## src/assert_macros.svh

```systemverilog
// Assertion helper macros shared by the flicker driver RTL.
// No dependencies; each macro expects clk and rst in scope.
`ifndef ASSERT_MACROS_SVH
`define ASSERT_MACROS_SVH

// property holds on every cycle outside reset
`define ASSERT_ALWAYS(lbl, expr, msg) \
  lbl: assert property (@(posedge clk) disable iff (rst) (expr)) else $error(msg);

// antecedent in one cycle implies consequent in the next
`define ASSERT_NEXT(lbl, ante, cons, msg) \
  lbl: assert property (@(posedge clk) disable iff (rst) (ante) |=> (cons)) else $error(msg);

`endif

```

## src/lffp_pkg.sv

```systemverilog
// Shared types and constants for the LED flicker PWM driver.
// No dependencies.
`timescale 1ns / 1ps

package lffp_pkg;

  localparam int DATA_W = 8;

  localparam logic [7:0] TICKS_PER_PERIOD = 8'd254;
  localparam logic [7:0] PPL_RESET        = 8'd50;
  localparam logic [7:0] RNG_SEED         = 8'd234;
  localparam logic [8:0] MAP_RESET        = 9'd256;
  localparam logic [8:0] MAP_SPLIT        = 9'd128;
  localparam logic [8:0] LEVEL_MIN        = 9'd5;
  localparam logic [8:0] LEVEL_MAX        = 9'd255;

  typedef struct packed {
    logic burst_active;
    logic led_lit;
  } result_t;

endpackage

```

## src/lffp_chaos.sv

```systemverilog
// Intermittent-chaos brightness map with xorshift reseed.
// Depends on lffp_pkg and assert_macros.svh.
`timescale 1ns / 1ps
`include "assert_macros.svh"

module lffp_chaos (
  input  logic       clk,
  input  logic       rst,
  input  logic       step,
  output logic [7:0] level
);
  import lffp_pkg::*;

  logic [8:0]  map_value, map_next;
  logic [7:0]  rng_state, rng_next;
  logic [8:0]  diff;
  logic [7:0]  d;
  logic [13:0] xsq;
  logic [15:0] dsq;
  logic [8:0]  mapped;
  logic [11:0] r1, r2;
  logic [7:0]  rnd;

  always_comb begin
    xsq  = 14'(map_value[6:0]) * 14'(map_value[6:0]);
    diff = MAP_RESET - map_value;
    d    = diff[7:0];
    dsq  = 16'(d) * 16'(d);
    if (map_value < MAP_SPLIT) begin
      mapped = map_value + {2'b00, xsq[13:7]};
    end else begin
      mapped = map_value - dsq[15:7];
    end

    r1  = {4'b0000, rng_state} ^ {1'b0, rng_state, 3'b000};
    r2  = r1 ^ (r1 >> 4);
    rnd = r2[7:0] ^ {r2[6:0], 1'b0};

    if (mapped < LEVEL_MIN || mapped > LEVEL_MAX) begin
      map_next = {1'b0, rnd};
      rng_next = rnd;
    end else begin
      map_next = mapped;
      rng_next = rng_state;
    end
    level = map_next[7:0];
  end

  always_ff @(posedge clk) begin
    if (rst) begin
      map_value <= MAP_RESET;
      rng_state <= RNG_SEED;
    end else if (step) begin
      map_value <= map_next;
      rng_state <= rng_next;
    end
  end

  `ASSERT_NEXT(a_map_range, step, map_value <= LEVEL_MAX,
               "map value left the 8-bit range after a step")

endmodule

```

## src/lffp_pwm.sv

```systemverilog
// Burst sequencing and PWM tick counting for the flicker driver.
// Depends on lffp_pkg and assert_macros.svh.
`timescale 1ns / 1ps
`include "assert_macros.svh"

module lffp_pwm (
  input  logic                clk,
  input  logic                rst,
  input  logic                go,
  input  logic                mode,
  input  logic [7:0]          burst_levels,
  input  logic [7:0]          periods_per_level,
  input  logic [7:0]          level,
  output logic                step,
  output lffp_pkg::result_t   res
);
  import lffp_pkg::*;

  logic [7:0] current_level, current_level_next;
  logic [7:0] pwm_count, pwm_count_next;
  logic [7:0] period_count, period_count_next;
  logic [7:0] levels_left, levels_left_next;
  logic [7:0] pwm_use, pc_use;

  always_comb begin
    current_level_next = current_level;
    pwm_count_next     = pwm_count;
    period_count_next  = period_count;
    levels_left_next   = levels_left;
    pwm_use            = pwm_count;
    pc_use             = period_count;
    step               = 1'b0;
    res.led_lit        = 1'b1;
    res.burst_active   = 1'b0;

    if (go) begin
      if (mode) begin
        levels_left_next  = burst_levels;
        period_count_next = 8'd0;
        pwm_count_next    = 8'd1;
        res.burst_active  = (burst_levels != 8'd0);
      end else if (levels_left != 8'd0 || period_count != 8'd0) begin
        if (period_count == 8'd0) begin
          // new level from the map
          step               = 1'b1;
          current_level_next = level;
          levels_left_next   = levels_left - 8'd1;
          pc_use             = periods_per_level;
          pwm_use            = 8'd1;
        end
        res.led_lit      = (pwm_use < current_level_next);
        res.burst_active = 1'b1;
        if (pwm_use >= TICKS_PER_PERIOD) begin
          pwm_count_next    = 8'd1;
          period_count_next = pc_use - 8'd1;
        end else begin
          pwm_count_next    = pwm_use + 8'd1;
          period_count_next = pc_use;
        end
      end
    end
  end

  always_ff @(posedge clk) begin
    if (rst) begin
      current_level <= 8'd0;
      pwm_count     <= 8'd1;
      period_count  <= 8'd0;
      levels_left   <= 8'd0;
    end else begin
      current_level <= current_level_next;
      pwm_count     <= pwm_count_next;
      period_count  <= period_count_next;
      levels_left   <= levels_left_next;
    end
  end

  `ASSERT_ALWAYS(a_pwm_range, pwm_count != 8'd0 && pwm_count <= TICKS_PER_PERIOD,
                 "pwm count outside 1..254")
  `ASSERT_NEXT(a_level_load, step, period_count != 8'd0,
               "new level loaded with no periods to run")

endmodule

```

## src/led_flicker_fluctuation_pwm.sv

```systemverilog
// Candle-flicker LED driver: takes one tick or start word per clock while the
// result port is not stalled, and returns one result word per input word. Each
// input passes an input register, then the map/PWM state update, then the result
// register. A new word is accepted every clock unless m_tready holds off a full
// result register. Depends on lffp_pkg, lffp_chaos, lffp_pwm.
`timescale 1ns / 1ps
`include "assert_macros.svh"

module led_flicker_fluctuation_pwm (
  input  logic                        clk,
  input  logic                        rst,
  input  logic                        s_tvalid,
  output logic                        s_tready,
  input  logic [lffp_pkg::DATA_W-1:0] s_tdata,   // [7:0] burst_levels
  input  logic                        s_tuser,   // [0] mode
  output logic                        m_tvalid,
  input  logic                        m_tready,
  output logic [lffp_pkg::DATA_W-1:0] m_tdata,   // [0] led_lit, [1] burst_active
  input  logic                        cfg_valid,
  output logic                        cfg_ready,
  input  logic [7:0]                  cfg_data   // periods_per_level
);
  import lffp_pkg::*;

  logic       in_vld;
  logic       in_mode;
  logic [7:0] in_levels;
  logic       out_vld;
  result_t    out_res;
  result_t    res;
  logic [7:0] periods_per_level;
  logic [7:0] ppl_eff;
  logic       adv;
  logic       step;
  logic [7:0] level;

  assign adv       = in_vld && (!out_vld || m_tready);
  assign s_tready  = !in_vld || adv;
  assign cfg_ready = 1'b1;
  assign ppl_eff   = (periods_per_level == 8'd0) ? 8'd1 : periods_per_level;
  assign m_tvalid  = out_vld;
  assign m_tdata   = {6'b000000, out_res.burst_active, out_res.led_lit};

  always_ff @(posedge clk) begin
    if (rst) begin
      in_vld            <= 1'b0;
      out_vld           <= 1'b0;
      periods_per_level <= PPL_RESET;
    end else begin
      if (s_tvalid && s_tready) begin
        in_vld <= 1'b1;
      end else if (adv) begin
        in_vld <= 1'b0;
      end
      if (adv) begin
        out_vld <= 1'b1;
      end else if (m_tready) begin
        out_vld <= 1'b0;
      end
      if (cfg_valid && cfg_ready) begin
        periods_per_level <= cfg_data;
      end
    end
  end

  always_ff @(posedge clk) begin
    if (s_tvalid && s_tready) begin
      in_mode   <= s_tuser;
      in_levels <= s_tdata;
    end
    if (adv) begin
      out_res <= res;
    end
  end

  lffp_chaos u_chaos (
    .clk   (clk),
    .rst   (rst),
    .step  (step),
    .level (level)
  );

  lffp_pwm u_pwm (
    .clk               (clk),
    .rst               (rst),
    .go                (adv),
    .mode              (in_mode),
    .burst_levels      (in_levels),
    .periods_per_level (ppl_eff),
    .level             (level),
    .step              (step),
    .res               (res)
  );

  `ASSERT_NEXT(a_in_hold, in_vld && !adv, in_vld, "buffered input word dropped")
  `ASSERT_NEXT(a_out_fill, adv, out_vld, "processed word did not reach result register")

endmodule
```

## config.mk

```make
export PLATFORM = sky130hd
export DESIGN_NAME = led_flicker_fluctuation_pwm
export DESIGN_NICKNAME = d
export VERILOG_FILES = /design/src/lffp_pkg.sv /design/src/lffp_chaos.sv /design/src/lffp_pwm.sv /design/src/led_flicker_fluctuation_pwm.sv
export VERILOG_INCLUDE_DIRS = /design/src /design/src/src
export SDC_FILE = /design/constraint.sdc
export NUM_CORES = 1
export LEC_CHECK = 0
export BUFFER_PORTS_ARGS = -buffer_cell sky130_fd_sc_hd__buf_2
export CORE_MARGIN = 8
export CORE_UTILIZATION = 29
export CTS_BUF_LIST = sky130_fd_sc_hd__clkbuf_2
export DETAILED_ROUTE_END_ITERATION = 10
export SETUP_SLACK_MARGIN = 0.1
export SLEW_MARGIN = 20
export SYNTH_ARGS = -nofsm -noshare
export SYNTH_HDL_FRONTEND = slang
export SYNTH_SLANG_ARGS = --single-unit
```

## constraint.sdc

```tcl
create_clock -name clk -period 8.65 [get_ports clk]
set_input_delay 2.595 -clock clk [delete_from_list [all_inputs] [get_ports clk]]
set_output_delay 2.595 -clock clk [all_outputs]
set_load 0.02 [all_outputs]
```

Word-level counts from Yosys, hierarchy flattened:

Cells that the tools add are included.
Widths: inputs -> output; s select.

* register bits: 70
* logic and storage cells: 87

* $add $sub $neg: 6
* multiply operators: 2
* bitwise gates (word level): 5
* reductions and logical operators: 22
* magnitude comparators: 5
* mux-type cells: 34

Operators by type and width (number)
* $mux 8: 22
* $reduce_bool 8->1: 3
* $mux 9: 2
* $logic_not 8->1: 2
* $mul 8x8->16: 1
* $sub 8x1->8 const B: 2
* $mul 7x7->14: 1
* $xor 8x11->11: 1
* $add 9x7->9: 1
* $gt 9x8->1 const B: 1
* $lt 9x3->1 const B: 1
* $lt 9x8->1 const B: 1
* $mux 1: 9
* $sub 9x9->9: 1
* $add 8x1->8 const B: 1
* $ge 8x8->1 const B: 1
* $lt 8x8->1: 1
* $reduce_bool 2->1: 4
* $sub 1x8->8 const A: 1
* $xor 8x7->8: 1
* $xor 8x8->8: 1
* $reduce_and 3->1: 2
* $logic_or 1x1->1: 4
* $reduce_and 2->1: 2
* other kinds (5): 8

Logic depth before layout (Yosys ltp):

* depth after elaboration: 14
* mapped depth: 44
* gate-level depth less buffers: 42

Modules after synthesis:

From an unflattened synthesis, not the netlist that was laid out.

* cells, all modules: 903
* area total of the unflattened synthesis: 7617.3 µm²

Modules (own cells, without submodules)
* lffp_chaos: instances 1, cells an instance 573, area an instance 4642.0 µm²
* lffp_pwm: instances 1, cells an instance 264, area an instance 2159.6 µm²
* led_flicker_fluctuation_pwm: instances 1, cells an instance 66, area an instance 815.8 µm²

Worst setup path before layout:

OpenSTA, ideal clock, no wires.

* path kind: flip-flop to flip-flop
* start point: register u_chaos.map_value[0]
* end point: register out_res (netlist bit m_tdata[0]), data pin
* required time: 8498 ps
* slack: -111 ps
* cell stages (with the launch flop): 44
* arrival: 8608 ps
* cells stage by stage: dfxtp_1 > clkbuf_1 > clkinv_1 > ha_1 > nor3b_1 > xnor2_1 > inv_1 > nor2_1 > inv_1 > fa_1 > fa_1 > inv_1 > ha_1 > inv_1 > fa_1 > inv_1 > ha_1 > o21a_1 > [8 not listed] > ha_1 > o21a_1 > o31ai_1 > a21bo_2 > a21boi_1 > a311oi_1 > nor4_1 > a21oi_2 > buf_2 > o211ai_1 > a21boi_0 > ha_1 > a21boi_0 > o21a_1 > o21ai_0 > a21oi_1 > o21a_1 > o21ai_0

* longest elaborated chain between the ends: 12
* elaborated cells on any way between the ends: 16
* classes of those cells: add/sub: 3; mul: 2; order compare: 4; mux: 6; reduce/logical: 1

RTL lines
* start: declaration: line lffp_chaos.sv:14 `logic [8:0] map_value, map_next;`
* start signal: assignment: line lffp_chaos.sv:54 `map_value <= map_next;`
* $sub 1x8->8: line lffp_chaos.sv:26 `diff = MAP_RESET - map_value;`
* $mul 8x8->16: line lffp_chaos.sv:28 `dsq = 16'(d) * 16'(d);`
* $sub 9x9->9: line lffp_chaos.sv:32 `mapped = map_value - dsq[15:7];`
* $mux 9 (*): line lffp_chaos.sv:29 `if (map_value < MAP_SPLIT) begin`
* $lt 9x3->1 / $gt 9x8->1 (equally long branches): line lffp_chaos.sv:39 `if (mapped < LEVEL_MIN || mapped > LEVEL_MAX) begin`
* $logic_or 1x1->1: line lffp_chaos.sv:39
* $mux 9 (*): line lffp_chaos.sv:39
* $mux 8 (*): line lffp_pwm.sv:43 `if (period_count == 8'd0) begin`
* $mux 8 (*): line lffp_pwm.sv:42 `end else if (levels_left != 8'd0 || period_count != 8'd0) begin`
* $mux 8 (*): line lffp_pwm.sv:37 `if (mode) begin`
* $mux 8 (*): line lffp_pwm.sv:36 `if (go) begin`
* $lt 8x8->1 (*): line lffp_pwm.sv:51 `res.led_lit = (pwm_use < current_level_next);`
* end signal: assignment: line led_flicker_fluctuation_pwm.sv:72 `out_res <= res;`
* end: declaration: line led_flicker_fluctuation_pwm.sv:29 `result_t out_res;`

Mark *: on every way between the ends. The rest lies on a longest branch, timed or not. The select of a mux whose other input is x is not followed.
A chain may end at the register's enable or synchronous reset.

Final worst setup path:

* start point: register u_chaos.map_value[5]
* end point: register out_res (netlist bit m_tdata[0]), data pin

The elaborated chain is that of the path after synthesis.

==> out/summary.txt <==
status: completed
final worst slack: 0.491 ns
Final #Nets: 1069
DRT iter0 DRCs: 334
Clk Latency, worst-skew pair: 0.56 ns
Hold Startpoint: u_pwm.current_level[2]
CTS sink cnt: 70
die area: 0.0304 mm²
critical path class: reg -> reg
mapped cell area: 0.00727 mm²
FMAX: 0.123 GHz
global-route wire length before repair: 29100 µm
Initial Util: 0.292
Post-Synthesis Cells: 892
root buffer cell: clkbuf_2
Critical Path RT: 9.05 ns
worst slew pin tran: 1.01 ns
drt drc: 0
crit end category: flop
Post-DP Area: 0.00785 mm²
pre-CTS WS: 0.0626 ns
final setup fails: 0
total track usage: 0.113
area delta synth->final: 14.4%
# diodes: 0
# port buffers: 25
WP data arrival: 8.56 ns
CTS Hold Buffers Added: 0
top-level port count: 33
Post-synth top flop: dfxtp_1
Num CTS Buffers: 9
grt ovf: 0
Reg2Reg Depth: 37
R2R Setup Slk: 0.49 ns
worst hold stages: 2
vias in the first global route: 6033
startpoint types: flop
DR vias: 6213
Ys Warns: 0
antenna viol nets, final: 0
Worst path slowest cell: fa_1
Setup TNS: 0 ns
Final HPWL DP: 13100 µm
Post-Syn Area per Cell: 8.15 µm²
reg-to-reg startpoint: u_chaos.map_value[5]
CTS tree: yes
Routed WL: 17200 µm
Worst Clk Skew: 0.0423 ns
Post-synth ARST share: 0
relative slew slack: 0.323
Slew Viols, Final: 0
die height: 174 µm
Post-synth EDFFs: 11
router iterations before antenna repair: 5
initial antenna violation count: 0
Worst Hold Class: reg -> reg
Synth Register Bits: 70
# H-tree levels: 3
Yosys cell types: 75
design area: 0.00832 mm²
RSZ-0062 raised after global routing: no
clk slew on worst S/H paths: 0.23 ns
Final period util: 0.943
Crit Path Max Fanout: 5
Tmin final: 8.16 ns
largest net degree at the start of global routing: 49
final core occ: 0.334
share of cells above drive strength 1: 0.150
WHS Endpoint: u_pwm.current_level[2]
DIE WIDTH: 174 µm
fillers: 2647
number of max-cap violations: 0
part of the Yosys area used for sequential elements: 0.208
Hold Vio Cnt, Final: 0
reg2reg end: m_tdata[0]
post-DR wirelength/cell: 13.5 µm
most used cell, CP: o21a_1
routability cong.: 0.846
clock tree buffer depth: 2
row cnt: 58
core footprint: 0.0249 mm²
Avg Vias per Cell: 4.89
critical path's largest stage delay: 0.54 ns
-- synth_stat cells (12+ instances only) --
cell type | n | share of area
o21a_1 | 19 | 0.020
o21ai_0 | 43 | 0.030
nor3_1 | 27 | 0.019
dfxtp_1 | 59 | 0.16
mux2i_1 | 16 | 0.022
xnor2_1 | 41 | 0.049
fa_1 | 39 | 0.11
nand2_1 | 70 | 0.036
xor2_1 | 12 | 0.014
nand3_1 | 20 | 0.014
inv_1 | 94 | 0.049
clkbuf_1 | 31 | 0.016
a211oi_1 | 12 | 0.012
and2_1 | 26 | 0.022
a21oi_1 | 50 | 0.034
a22oi_1 | 14 | 0.014
ha_1 | 73 | 0.13
and3_1 | 14 | 0.012
nor2_1 | 84 | 0.043
-- layout make-up --
cell class | instances | area, µm² | share of cell area
tap | 330 | 413 | 0.0496
clock buffer | 9 | 45.0 | 0.00542
timing repair buffer | 70 | 467 | 0.0561
sequential | 70 | 1530 | 0.184
multi-input combinational | 687 | 5400 | 0.649
inverter | 97 | 364 | 0.0438
clock inverter | 7 | 97.6 | 0.0117
-- critical path, delay by kind of cell (launching register included) --
family,cells,cell delay (ns)
buf+inv,3,0.27
simple gates,6,1.37
flops,1,0.40
fa+ha+maj,7,2.96
xor+xnor,2,0.40
compound gates,19,2.60
-- per-stage QoR --
stage | cells | hold WS, ns
global route | 1270 | 0.498
detailed placement | 1236 | 0.444
CTS | 1252 | 0.473
global placement | 1236 | 0.439
finish | 1270 | 0.475
floorplan | 898 | 0.429
-- registers in the layout, indices dropped and copies added (netlist names) --
signal and cells:
u_chaos.rng_state 8, u_chaos.map_value 9, m_tdata 2, u_pwm.current_level 8
periods_per_level 8, in_vld 1, m_tvalid 1, in_mode 1
u_pwm.period_count 8, in_levels 8, u_pwm.pwm_count 8, u_pwm.levels_left 8
-- worst max-delay path by stage --
stage                    startpoint         end  cells past startpoint
4_1_cts        u_chaos.map_value[0]  m_tdata[0]                     40
5_1_grt        u_chaos.map_value[1]  m_tdata[0]                     41
6_report       u_chaos.map_value[5]  m_tdata[0]                     37
3_3_place_gp   u_chaos.map_value[2]  m_tdata[0]                     37
2_1_floorplan  u_chaos.map_value[0]  m_tdata[0]                     44
3_5_place_dp   u_chaos.map_value[2]  m_tdata[0]                     37
-- placed cells by master, fill, tap and decap left out, drive strengths merged, types with 9 or more instances in the layout --
cell type | synthesis | routed
xnor2 | 42 | 42
mux2i | 16 | 16
ha | 73 | 73
nor2b | 9 | 9
and2 | 26 | 26
fa | 39 | 39
nor4 | 9 | 9
buf | 13 | 70
nor3 | 27 | 27
a211oi | 12 | 12
xor2 | 12 | 12
nand2 | 70 | 70
a21oi | 51 | 51
and3 | 14 | 14
o21ai | 46 | 46
dfxtp | 59 | 59
nor2 | 84 | 84
clkbuf | 31 | 9
edfxtp | 11 | 11
inv | 95 | 97
nand3 | 20 | 20
a22oi | 14 | 14
o21a | 20 | 20
-- cell families after synthesis --
kind of cell,after synthesis,share of synthesized area
buf+inv,141,0.0778
mux,16,0.0220
simple gates,303,0.210
compound gates,194,0.182
xor+xnor,54,0.0661
fa+ha+maj,112,0.233
other cells,2,0.00103
flops,70,0.208
-- timing repair --
| item | 4_1_cts | 5_1_grt |
|---|---|---|
| pin swaps | 1 | 19 |
| resized for setup | 6 | 42 |
| setup buffers | 0 | 18 |
| endpoints found under the setup margin | 1 | 1 |
| endpoints found under the hold margin | 0 | 0 |
-- routing by layer --
layer | global-route usage | wire length (µm) | vias up
met5 | 0 | 0 | -
met4 | 0.0217 | 142 | 0
met3 | 0.0184 | 531 | 13
met2 | 0.188 | 7960 | 101
met1 | 0.153 | 8560 | 2951
li1 | - | - | 3148
Power is left out: the tool's default activity adds up to more than one toggle a clock period on the data nets, which glitch-free logic cannot reach.
